**src/sv/assert_macros.svh**
```systemverilog
// ---------------------------------------------------------------------------
// Assertion macros shared by the encoder RTL
// ---------------------------------------------------------------------------
`ifndef ASSERT_MACROS_SVH
`define ASSERT_MACROS_SVH

// Property must hold at every clock edge outside reset.
`define ASSERT_CLK(name, clk, rst, prop, msg) \
   name: assert property (@(posedge clk) disable iff (rst) (prop)) else $error(msg);

// Condition must never be seen at a clock edge outside reset.
`define ASSERT_NEVER(name, clk, rst, cond, msg) \
   name: assert property (@(posedge clk) disable iff (rst) !(cond)) else $error(msg);

`endif

```
**src/sv/u16u8_pkg.sv**
```systemverilog
// ---------------------------------------------------------------------------
// u16u8_pkg
// Shared types, constants and the UTF-8 length and byte functions of the encoder.
// ---------------------------------------------------------------------------
package u16u8_pkg;

   localparam int JOB_DEPTH = 4;

   localparam logic [15:0] HIGH_FIRST = 16'hD800;
   localparam logic [15:0] HIGH_LAST  = 16'hDBFF;
   localparam logic [15:0] LOW_FIRST  = 16'hDC00;
   localparam logic [15:0] LOW_LAST   = 16'hDFFF;
   localparam logic [20:0] SUPP_BASE  = 21'h10000;
   localparam logic [20:0] REPL_CP    = 21'h00FFFD;
   localparam logic [20:0] ONE_LIMIT  = 21'h80;
   localparam logic [20:0] TWO_LIMIT  = 21'h800;
   localparam logic [20:0] THREE_LIMIT = 21'h10000;

   // length minus one of a UTF-8 sequence
   localparam logic [1:0] LEN_ONE   = 2'd0;
   localparam logic [1:0] LEN_TWO   = 2'd1;
   localparam logic [1:0] LEN_THREE = 2'd2;
   localparam logic [1:0] LEN_FOUR  = 2'd3;

   // Work handed from front to back: optional U+FFFD, then optional code point.
   typedef struct packed {
      logic        rep;
      logic        has_cp;
      logic [20:0] cp;
      logic [1:0]  lm1;
   } job_type;

   function automatic logic [1:0] utf8_lm1(input logic [20:0] cp);
      logic [1:0] lm1;
      if (cp < ONE_LIMIT) lm1 = LEN_ONE;
      else if (cp < TWO_LIMIT) lm1 = LEN_TWO;
      else if (cp < THREE_LIMIT) lm1 = LEN_THREE;
      else lm1 = LEN_FOUR;
      return lm1;
   endfunction

   // Byte number idx of the UTF-8 sequence of cp, sequence length lm1 + 1.
   function automatic logic [7:0] utf8_byte(input logic [20:0] cp,
                                            input logic [1:0]  lm1,
                                            input logic [1:0]  idx);
      logic [7:0] b;
      logic [1:0] pos;
      pos = lm1 - idx;
      if (idx == 2'd0) begin
         case (lm1)
            LEN_ONE:   b = cp[7:0];
            LEN_TWO:   b = {3'b110, cp[10:6]};
            LEN_THREE: b = {4'b1110, cp[15:12]};
            LEN_FOUR:  b = {5'b11110, cp[20:18]};
            default:   b = cp[7:0];
         endcase
      end else begin
         case (pos)
            2'd0:    b = {2'b10, cp[5:0]};
            2'd1:    b = {2'b10, cp[11:6]};
            2'd2:    b = {2'b10, cp[17:12]};
            default: b = {2'b10, cp[5:0]};
         endcase
      end
      return b;
   endfunction

endpackage

```
**src/sv/u16u8_front.sv**
```systemverilog
// ---------------------------------------------------------------------------
// u16u8_front
// Classifies code units, tracks a pending high surrogate and builds jobs.
// ---------------------------------------------------------------------------
module u16u8_front
   import u16u8_pkg::*;
(
   input  logic        clock,
   input  logic        reset,
   input  logic        accept,
   input  logic [15:0] code_unit,
   input  logic        final_unit,
   output logic        job_push,
   output job_type     job
);

   logic       held_valid_ff, held_valid_in;
   logic [9:0] held_bits_ff, held_bits_in;
   logic       is_high, is_low, hold_new;

   assign is_high  = (code_unit >= HIGH_FIRST) && (code_unit <= HIGH_LAST);
   assign is_low   = (code_unit >= LOW_FIRST) && (code_unit <= LOW_LAST);
   assign hold_new = is_high && !final_unit;

   always_comb begin
      held_valid_in = held_valid_ff;
      held_bits_in  = held_bits_ff;
      job.rep       = 1'b0;
      job.has_cp    = 1'b0;
      job.cp        = {5'd0, code_unit};
      if (held_valid_ff && is_low) begin
         job.cp     = {1'b0, held_bits_ff, code_unit[9:0]} + SUPP_BASE;
         job.has_cp = 1'b1;
      end else begin
         job.rep    = held_valid_ff;
         job.has_cp = !hold_new;
      end
      job.lm1 = utf8_lm1(job.cp);
      if (accept) begin
         held_valid_in = !(held_valid_ff && is_low) && hold_new;
         held_bits_in  = code_unit[9:0];
      end
   end

   assign job_push = accept && (job.rep || job.has_cp);

   always_ff @(posedge clock) begin
      if (reset) begin
         held_valid_ff <= 1'b0;
      end else begin
         held_valid_ff <= held_valid_in;
      end
      held_bits_ff <= held_bits_in;
   end

endmodule

```
**src/sv/u16u8_fifo.sv**
```systemverilog
// ---------------------------------------------------------------------------
// u16u8_fifo
// Short job queue between front and back.
// ---------------------------------------------------------------------------
`include "assert_macros.svh"

module u16u8_fifo
   import u16u8_pkg::*;
#(
   parameter int Depth = JOB_DEPTH
)
(
   input  logic    clock,
   input  logic    reset,
   input  logic    push,
   input  job_type push_job,
   output logic    full,
   input  logic    pop,
   output job_type pop_job,
   output logic    empty
);

   localparam int PtrW = $clog2(Depth);
   localparam int CntW = $clog2(Depth + 1);

   job_type         slots_ff [Depth];
   logic [PtrW-1:0] wr_ptr_ff, wr_ptr_in, rd_ptr_ff, rd_ptr_in;
   logic [CntW-1:0] count_ff, count_in;

   assign full    = (count_ff == CntW'(Depth));
   assign empty   = (count_ff == '0);
   assign pop_job = slots_ff[rd_ptr_ff];

   always_comb begin
      wr_ptr_in = wr_ptr_ff;
      rd_ptr_in = rd_ptr_ff;
      count_in  = count_ff;
      if (push) begin
         wr_ptr_in = (wr_ptr_ff == PtrW'(Depth - 1)) ? '0 : wr_ptr_ff + 1'b1;
      end
      if (pop) begin
         rd_ptr_in = (rd_ptr_ff == PtrW'(Depth - 1)) ? '0 : rd_ptr_ff + 1'b1;
      end
      if (push && !pop) count_in = count_ff + 1'b1;
      else if (pop && !push) count_in = count_ff - 1'b1;
   end

   always_ff @(posedge clock) begin
      if (reset) begin
         wr_ptr_ff <= '0;
         rd_ptr_ff <= '0;
         count_ff  <= '0;
      end else begin
         wr_ptr_ff <= wr_ptr_in;
         rd_ptr_ff <= rd_ptr_in;
         count_ff  <= count_in;
      end
      if (push) slots_ff[wr_ptr_ff] <= push_job;
   end

   `ASSERT_NEVER(a_push_full, clock, reset, push && full, "job pushed into full queue")
   `ASSERT_NEVER(a_pop_empty, clock, reset, pop && empty, "job popped from empty queue")

endmodule

```
**src/sv/u16u8_back.sv**
```systemverilog
// ---------------------------------------------------------------------------
// u16u8_back
// Emits the UTF-8 bytes of each job, one byte per cycle while the output register is free.
// ---------------------------------------------------------------------------
`include "assert_macros.svh"

module u16u8_back
   import u16u8_pkg::*;
(
   input  logic       clock,
   input  logic       reset,
   input  logic       job_empty,
   input  job_type    job,
   output logic       job_pop,
   input  logic       rsp_pop,
   output logic       rsp_empty,
   output logic [7:0] rsp_out_byte,
   output logic       rsp_run_last
);

   job_type    cur_ff, cur_in;
   logic       cur_valid_ff, cur_valid_in;
   logic       in_rep_ff, in_rep_in;
   logic [1:0] idx_ff, idx_in;
   logic       out_valid_ff, out_valid_in;
   logic [7:0] out_byte_ff, out_byte_in;
   logic       run_last_ff, run_last_in;

   logic       out_free, emit, phase_last, job_done;
   logic [1:0] phase_lm1;
   logic [7:0] next_byte;

   assign out_free   = !out_valid_ff || rsp_pop;
   assign emit       = cur_valid_ff && out_free;
   assign phase_lm1  = in_rep_ff ? LEN_THREE : cur_ff.lm1;
   assign phase_last = (idx_ff == phase_lm1);
   assign job_done   = phase_last && !(in_rep_ff && cur_ff.has_cp);
   assign next_byte  = in_rep_ff ? utf8_byte(REPL_CP, LEN_THREE, idx_ff)
                                 : utf8_byte(cur_ff.cp, cur_ff.lm1, idx_ff);
   assign job_pop    = !job_empty && (!cur_valid_ff || (emit && job_done));

   always_comb begin
      cur_in       = cur_ff;
      cur_valid_in = cur_valid_ff;
      in_rep_in    = in_rep_ff;
      idx_in       = idx_ff;
      out_valid_in = out_valid_ff && !rsp_pop;
      out_byte_in  = out_byte_ff;
      run_last_in  = run_last_ff;
      if (emit) begin
         out_valid_in = 1'b1;
         out_byte_in  = next_byte;
         run_last_in  = job_done;
         if (job_done) begin
            cur_valid_in = 1'b0;
         end else if (phase_last) begin
            // replacement done, move on to the new unit
            in_rep_in = 1'b0;
            idx_in    = '0;
         end else begin
            idx_in = idx_ff + 1'b1;
         end
      end
      if (job_pop) begin
         cur_in       = job;
         cur_valid_in = 1'b1;
         in_rep_in    = job.rep;
         idx_in       = '0;
      end
   end

   always_ff @(posedge clock) begin
      if (reset) begin
         cur_valid_ff <= 1'b0;
         out_valid_ff <= 1'b0;
      end else begin
         cur_valid_ff <= cur_valid_in;
         out_valid_ff <= out_valid_in;
      end
      cur_ff      <= cur_in;
      in_rep_ff   <= in_rep_in;
      idx_ff      <= idx_in;
      out_byte_ff <= out_byte_in;
      run_last_ff <= run_last_in;
   end

   assign rsp_empty    = !out_valid_ff;
   assign rsp_out_byte = out_byte_ff;
   assign rsp_run_last = run_last_ff;

   `ASSERT_CLK(a_idx_range, clock, reset, cur_valid_ff && !in_rep_ff |-> idx_ff <= cur_ff.lm1, "byte index past sequence end")
   `ASSERT_CLK(a_rep_job, clock, reset, cur_valid_ff && in_rep_ff |-> cur_ff.rep && idx_ff <= LEN_THREE, "replacement phase without replacement job")

endmodule

```
**src/sv/utf16_to_utf8_encoder.sv**
```systemverilog
// First UTF-8 byte of a code unit passes the job queue, current-job and output registers.
// Throughput: one byte per cycle from the back end's single byte lane while the result
//   register is free; an item yields 0 to 6 bytes (2 or 3 for non-ASCII BMP text).
// Input side runs ahead of output by up to Depth queued jobs plus the job in flight.
// Reset (synchronous, active high) drops any held high surrogate, queued jobs and results.
// ---------------------------------------------------------------------------
// utf16_to_utf8_encoder
// UTF-16 code units in, UTF-8 bytes out, with surrogate pairing and U+FFFD.
// ---------------------------------------------------------------------------
module utf16_to_utf8_encoder
   import u16u8_pkg::*;
#(
   parameter int Depth = JOB_DEPTH
)
(
   input  logic        clock,
   input  logic        reset,
   input  logic        push,
   output logic        full,
   input  logic [15:0] req_code_unit,
   input  logic        req_final_unit,
   output logic        empty,
   input  logic        pop,
   output logic [7:0]  rsp_out_byte,
   output logic        rsp_run_last
);

   job_type front_job, back_job;
   logic    accept, job_push, job_pop, job_empty;

   assign accept = push && !full;

   u16u8_front u_front (
      .clock      (clock),
      .reset      (reset),
      .accept     (accept),
      .code_unit  (req_code_unit),
      .final_unit (req_final_unit),
      .job_push   (job_push),
      .job        (front_job)
   );

   u16u8_fifo #(.Depth(Depth)) u_fifo (
      .clock    (clock),
      .reset    (reset),
      .push     (job_push),
      .push_job (front_job),
      .full     (full),
      .pop      (job_pop),
      .pop_job  (back_job),
      .empty    (job_empty)
   );

   u16u8_back u_back (
      .clock        (clock),
      .reset        (reset),
      .job_empty    (job_empty),
      .job          (back_job),
      .job_pop      (job_pop),
      .rsp_pop      (pop),
      .rsp_empty    (empty),
      .rsp_out_byte (rsp_out_byte),
      .rsp_run_last (rsp_run_last)
   );

endmodule
```
**config.mk**
```make
export PLATFORM = sky130hd
export DESIGN_NAME = utf16_to_utf8_encoder
export DESIGN_NICKNAME = d
export VERILOG_FILES = /design/src/sv/u16u8_pkg.sv /design/src/sv/u16u8_front.sv /design/src/sv/u16u8_fifo.sv /design/src/sv/u16u8_back.sv /design/src/sv/utf16_to_utf8_encoder.sv
export VERILOG_INCLUDE_DIRS = /design/src /design/src/sv
export SDC_FILE = /design/constraint.sdc
export NUM_CORES = 1
export LEC_CHECK = 0
export BUFFER_PORTS_ARGS = -buffer_cell sky130_fd_sc_hd__buf_2
export CAP_MARGIN = 20
export CELL_PAD_IN_SITES_DETAIL_PLACEMENT = 1
export CELL_PAD_IN_SITES_GLOBAL_PLACEMENT = 1
export CORE_MARGIN = 2
export CORE_UTILIZATION = 42
export CTS_CLUSTER_DIAMETER = 50
export CTS_CLUSTER_SIZE = 16
export DETAILED_ROUTE_END_ITERATION = 12
export GPL_ROUTABILITY_DRIVEN = 0
export GPL_TIMING_DRIVEN = 0
export MAX_ROUTING_LAYER = met4
export PLACE_DENSITY = 0.66
export SETUP_SLACK_MARGIN = 0.15
export SLEW_MARGIN = 5
export SYNTH_ARGS = -nofsm -noshare
export SYNTH_HDL_FRONTEND = slang
export SYNTH_SLANG_ARGS = --single-unit
```
**constraint.sdc**
```tcl
create_clock -name clock -period 3.6 [get_ports clock]
set_input_delay 0.54 -clock clock [delete_from_list [all_inputs] [get_ports clock]]
set_output_delay 0.54 -clock clock [all_outputs]
set_load 0.01 [all_outputs]
```
==> results_dict.tcl, run 1 <==
set metrics [dict create \
    hold_viol_final 0 \
    dp.cells 601 \
    rsz0062_at_grt "false" \
    setup_viol 0 \
    instances_no_fill 630 \
    hp-class "in2reg" \
    synth_top_cell_area_share_pct 66.4 \
    grt_pass1_vias 3763 \
    avgRoutedWirePerCell_um 20.4 \
    min_period_ps 3040 \
    grt_max_degree 30 \
    cp-endpoint "u_back.rsp_out_byte[4]$_DFFE_PP_" \
    final.setup_skew_ps 9.85 \
    clock_sinks 158 \
    p_per_area_nw_per_um2 808 \
    place_area_um2 6900 \
    cts_root_buf "clkbuf_16" \
    clockBufferDepth 2 \
    holdBufCountCts 0 \
    max_slew_margin_pct 50.3 \
    max_stage_delay_ps 430 \
    post-cts-setup-buffers 0 \
    ys_seq_area_share_pct 70.7 \
    crit_chain "clkbuf_1 -> clkbuf_1 -> inv_1 -> ha_1 -> xor2_1 -> ha_1 -> clkbuf_1 -> a221oi_1 -> nor3_1 -> a211oi_1 -> a21oi_1" \
    fin_area_um2 7410 \
    p_leak_nw 2.52 \
    dieArea_um2 16500 \
    drive_gt1_share_pct 23.5 \
    syn_nets 418 \
    status "complete, no violations" \
    path_max_fanout 10 \
    finalCritPeriodShare_pct 84.3 \
    reg2reg_from "u_back.cur_ff[0]$_DFFE_PP_" \
    yosys_most_used_dff "edfxtp_1" \
    synth.avg_cell_area_um2 17.0 \
    synth-edff-count 144 \
    cts_max_level 4 \
    tightest_slew_ps 745 \
    dp_hpwl_mm 8.71 \
    clk_pin_slew_worst_paths_ps 60 \
    max-vdd-ir-drop_uv 351 \
    die_h_um 129 \
    path_class "reg2reg" \
    yosys.area.top_type "edfxtp_1" \
    cp.required_ps 3750 \
    r2r_slack_ps 560 \
    cts_resized 0 \
    path_common_cell "clkbuf_1" \
    grt_pass1_wl_mm 20.9 \
    vias_per_cell 5.40 \
    wl_mm 12.9 \
    grt_overflow_total 0 \
    antenna_found_initial 0 \
    max_freq_ghz 0.329 \
    synthAdderAreaFrac_pct 2.80 \
    tritoncts "built" \
    diodes 0 \
    startpoint "u_back.cur_ff[0]$_DFFE_PP_" \
    synth_cells 383 \
    drc 0 \
    synth-simple-area-share_pct 6.59 \
    synthXorXnorAreaFrac_pct 1.06 \
    area_growth_pct 13.8 \
    end_kind "register" \
    synth.cell_area_um2 6510 \
    clk_latency_ps 420 \
    postSynth.asyncResetShare_pct 0 \
    die_x_um 129 \
    synth_area_leaders "edfxtp_1 66%, mux4_2 9.7%, dfxtp_1 4.3%" \
    drtPass1Iterations 4 \
    drtAntennaViolNets 0 \
    drt_iter0_markers 161 \
    muxShareOfSynthArea_pct 10.5 \
    synth_cell_type_count 55 \
    synth_top_family_by_area "multiplexers" \
    final_cell_mix "144 x edfxtp_1, 33 x buf_2, 28 x mux4_2" \
    port_buffers 30 \
    ios 32 \
    cap_violations 0 \
    yosys_warnings 0 \
    nNetsFinal 467 \
    synth_compound_area_share_pct 5.97 \
    cts_buffers 17 \
    cp.arrival_ps 3190 \
    critPathLaunchType "register" \
    layout_commonest_cell "edfxtp_1" \
    start_util_pct 42.8 \
    rr_worst_depth 11 \
    tns_ps 0 \
    vias 3404 \
    worstReg2RegEnd "u_back.rsp_out_byte[4]$_DFFE_PP_" \
    critPathSlowestCell "clkbuf_1" \
    synth-seq-cells 158 \
    core_um2 15200 \
    rows 45 \
    track_usage_pct 17.9 \
    slew_violations 0 \
]
## logic make-up (layout without fill, tap and decap cells)
group | after synthesis | after routing
compound gates | 57 | 57
xor+xnor | 7 | 7
simple gates | 79 | 79
buf+inv | 35 | 94
flops | 158 | 158
fa+ha+maj | 14 | 14
mux | 33 | 33
## worst max-delay path, delay by kind of cell (launching register included)
| family | cells | cell delay (ps) |
|---|---|---|
| buffers and inverters | 4 | 1070 |
| AOI/OAI and AO/OA | 3 | 600 |
| adders and majority gates | 2 | 530 |
| DFF | 1 | 320 |
| xor gates and xnor gates | 1 | 180 |
| and+or+nand+nor | 1 | 80 |
## synthesized netlist by cell type, types with 2 or more instances
master and count:
edfxtp_1 144, mux4_2 28, nor2_1 17, inv_1 16, dfxtp_1 14, ha_1 13
clkbuf_1 12, a21oi_1 11, nand2_1 11, o21ai_0 11, nand3_1 9, nor3_1 8
nand2b_1 6, o211ai_1 6, nor2b_1 5, xor2_1 5, a22oi_1 4, a31oi_1 4
and3_1 4, o31ai_1 4, buf_2 3, mux2i_1 3, nand3b_1 3, nand4_1 3
o21a_1 3, a221oi_1 2, and2_1 2, o2111ai_1 2, o41ai_1 2, or2_2 2
or3_1 2
## metal layers
layer	vias up	GRT usage [%]	part of all wire, %
met5	-	-	0
met4	0	7.61	1.6
met3	14	3.70	2.7
met2	58	29.2	51
met1	1725	21.9	45
li1	1607	-	-
## final cells by class
cell class	count	area, µm²
repair buffers	30	150
fillers	1483	7790
clock inverters	10	76.3
clock buffers	19	433
plain buffers	18	83.8
inverters	17	68.8
flip-flops and latches	158	4600
well taps	188	235
multi-input cells	190	1760
## how the worst min path moves through the flow
stage,startpoint,to,slack (ps),cells after the start
final,req_code_unit[6],u_front.held_bits_ff[6]$_DFFE_PP_,350,1
after CTS,req_code_unit[3],u_fifo.slots_ff[2][5]$_DFFE_PP_,330,1
after detailed placement,u_fifo.count_ff[2]$_SDFFE_PP0P_,u_fifo.count_ff[2]$_SDFFE_PP0P_,500,2
after global placement,u_fifo.count_ff[2]$_SDFFE_PP0P_,u_fifo.count_ff[2]$_SDFFE_PP0P_,480,2
after global routing,req_code_unit[6],u_front.held_bits_ff[6]$_DFFE_PP_,340,1
after floorplan,u_fifo.count_ff[2]$_SDFFE_PP0P_,u_fifo.count_ff[2]$_SDFFE_PP0P_,470,2
## where the power goes
| group | internal [W] | switching [W] |
|---|---|---|
| clock | 0.000924 | 0.000661 |
| sequential | 0.00249 | 0.000164 |
| combinational | 0.000732 | 0.00103 |
| total | 0.00414 | 0.00185 |
## state kept, by name, indices dropped and copies added, names as in the netlist, 2 cells and up, named ones only
name and cells:
u_fifo.slots_ff 100, u_back.idx_ff 2, u_front.held_bits_ff 10, u_fifo.rd_ptr_ff 2, u_fifo.count_ff 3, u_back.cur_ff 24
u_back.rsp_out_byte 8, u_fifo.wr_ptr_ff 2
## through the flow
step	setup slack (ps)	utilization, %	hold WS [ps]	total power (W)
floorplan	1070	-	467	0.00393
global placement	578	45.4	478	0.00440
detailed placement	541	45.4	504	0.00447
CTS	530	48.8	328	0.00607
global route	227	48.8	337	0.00636
finish	565	48.8	351	0.00599
No activity file was read; power rests on OpenSTA's default activity.
==> run 2: changes to the inputs <==
--- a/config.mk
+++ b/config.mk
@@ -18,7 +18,7 @@
 export GPL_ROUTABILITY_DRIVEN = 0
 export GPL_TIMING_DRIVEN = 0
 export MAX_ROUTING_LAYER = met4
-export PLACE_DENSITY = 0.66
+export PLACE_DENSITY = 0.68
 export SETUP_SLACK_MARGIN = 0.15
 export SLEW_MARGIN = 5
 export SYNTH_ARGS = -nofsm -noshare
==> constraint.sdc (replaced) <==
create_clock -name clock -period 2.7 [get_ports clock]
set_input_delay 0.405 -clock clock [delete_from_list [all_inputs] [get_ports clock]]
set_output_delay 0.405 -clock clock [all_outputs]
set_load 0.01 [all_outputs]
==> results_dict.tcl, run 2 (synthesis gave the netlist of run 1 again) <==
set metrics [dict create \
    status "complete, no violations" \
    finalCritPeriodShare_pct 91.6 \
    tritoncts "built" \
    clock_sinks 158 \
    start_util_pct 42.8 \
    wl_mm 12.6 \
    max_stage_delay_ps 540 \
    vias 3449 \
    max-vdd-ir-drop_uv 482 \
    layout_commonest_cell "edfxtp_1" \
    setup_viol 0 \
    core_um2 15200 \
    max_slew_margin_pct 52.4 \
    vias_per_cell 5.41 \
    r2r_slack_ps 230 \
    crit_chain "buf_6 -> xor2_2 -> or4_4 -> a21o_4 -> ha_4 -> inv_2 -> fa_2 -> xor2_1 -> or3_1 -> a21oi_1" \
    reg2reg_from "u_back.cur_ff[1]$_DFFE_PP_" \
    grt_overflow_total 0 \
    die_x_um 129 \
    top_regs "u_fifo.slots_ff (100), u_back.cur_ff (24), u_front.held_bits_ff (10)" \
    tightest_slew_ps 715 \
    rr_worst_depth 10 \
    cp.arrival_ps 2830 \
    hold_depth 1 \
    cts_buffers 17 \
    crit_buf_inv 2 \
    grt_pass1_wl_mm 20.2 \
    min_period_ps 2470 \
    cp.required_ps 3050 \
    hp-start "req_code_unit[5]" \
    hp-class "in2reg" \
    clk_latency_ps 420 \
    cts_max_level 4 \
    cap_violations 0 \
    regMostFlops "u_fifo.slots_ff" \
    holdBufCountCts 0 \
    dieArea_um2 16500 \
    hold_end "u_fifo.slots_ff[1][7]$_DFFE_PP_" \
    nNetsFinal 471 \
    clockBufferDepth 2 \
    path_max_fanout 4 \
    rows 45 \
    port_buffers 30 \
    area_growth_pct 16.8 \
    track_usage_pct 17.3 \
    place_area_um2 6900 \
    slew_violations 0 \
    critPathTopFamily "simple AND/OR/NAND/NOR gates" \
    critPathLaunchType "register" \
    dp_hpwl_mm 8.59 \
    diodes 0 \
    drive_gt1_share_pct 27.6 \
    path_class "reg2reg" \
    drtAntennaViolNets 0 \
    largest_register_ff_count 100 \
    rsz0062_at_grt "true" \
    critPathSlowestCell "or4_4" \
    tns_ps 0 \
    drt_iter0_markers 234 \
    p_per_area_nw_per_um2 1120 \
    drtPass1Iterations 4 \
    antenna_found_initial 0 \
    p_total_w 0.00853 \
    grt_pass1_vias 3691 \
    grt_max_degree 30 \
    max_freq_ghz 0.404 \
    final.setup_skew_ps 8.69 \
    avgRoutedWirePerCell_um 19.8 \
    drc 0 \
    fin_area_um2 7610 \
    hold_viol_final 0 \
    p_leak_nw 2.61 \
    die_h_um 129 \
    worstReg2RegEnd "u_fifo.count_ff[2]$_SDFFE_PP0P_" \
    cts_root_buf "clkbuf_16" \
    end_kind "register" \
    ios 32 \
    whs_ps 208 \
    clk_pin_slew_worst_paths_ps 60 \
    final_cell_mix "144 x edfxtp_1, 33 x buf_2, 28 x mux4_2" \
]
[run 2: changes by cell type in the layout (fill, tap and decap cells not counted), sizes merged]
cell,before,now
buf,35,41
bufinv,1,4
clkbuf,32,31
clkinv,7,6
clkinvlp,2,1
inv,17,18
[run 2: metrics by stage]
step / setup slack, ps / util (%) / std cells
after floorplan: 171 / - / 383
after global placement: -308 / 45.4 / 601
after detailed placement: -461 / 45.4 / 601
after CTS: 163 / 49.5 / 633
after global routing: 108 / 50.0 / 637
final: 226 / 50.0 / 637
[run 2: worst reg2reg max path: stages, from the launching register on]
cell	delay (ps)
edfxtp_1	380
buf_6	140
xor2_2	170
or4_4	540
a21o_4	270
ha_4	170
inv_2	50
fa_2	190
xor2_1	70
or3_1	310
a21oi_1	120
[run 2: worst max path at each step]
stage | from | to | slack [ps] | depth (start not counted)
after global routing | u_back.cur_ff[1]$_DFFE_PP_ | u_fifo.count_ff[2]$_SDFFE_PP0P_ | 110 | 10
after global placement | u_back.cur_ff[0]$_DFFE_PP_ | u_back.rsp_out_byte[4]$_DFFE_PP_ | -310 | 11
after floorplan | u_back.cur_ff[0]$_DFFE_PP_ | u_back.rsp_out_byte[4]$_DFFE_PP_ | 170 | 11
after CTS | u_back.cur_ff[1]$_DFFE_PP_ | u_fifo.count_ff[2]$_SDFFE_PP0P_ | 160 | 10
after detailed placement | u_back.cur_ff[0]$_DFFE_PP_ | u_back.rsp_out_byte[4]$_DFFE_PP_ | -460 | 11
final | u_back.cur_ff[1]$_DFFE_PP_ | u_fifo.count_ff[2]$_SDFFE_PP0P_ | 230 | 10
[run 2: cell type report]
class | count | area, µm²
Clock inverter | 12 | 168
Multi-Input combinational cell | 190 | 1810
Clock buffer | 20 | 437
Sequential cell | 158 | 4600
Tap cell | 188 | 235
Fill cell | 1452 | 7600
Inverter | 17 | 68.8
Timing Repair Buffer | 34 | 180
Buffer | 18 | 106
[run 2: power by group]
group	internal, W	switching (W)	leakage [nW]
sequential	0.00331	0.000218	1.48
clock	0.00154	0.000920	0.293
combinational	0.00112	0.00142	0.835
total	0.00597	0.00256	2.61
[run 2: repair_timing]
action                     in CTS  in global routing
setup endpoints to repair       8                  7
resized for setup               8                 15
buffers inserted                0                  4
pin swaps                       1                  4
[run 2: metal layers]
| metal | vias up | global-route usage [%] | wire length (µm) |
|---|---|---|---|
| met5 | - | - | 0 |
| met4 | 0 | 6.65 | 191 |
| met3 | 17 | 3.62 | 460 |
| met2 | 76 | 28.1 | 6350 |
| met1 | 1744 | 21.4 | 5600 |
| li1 | 1612 | - | - |
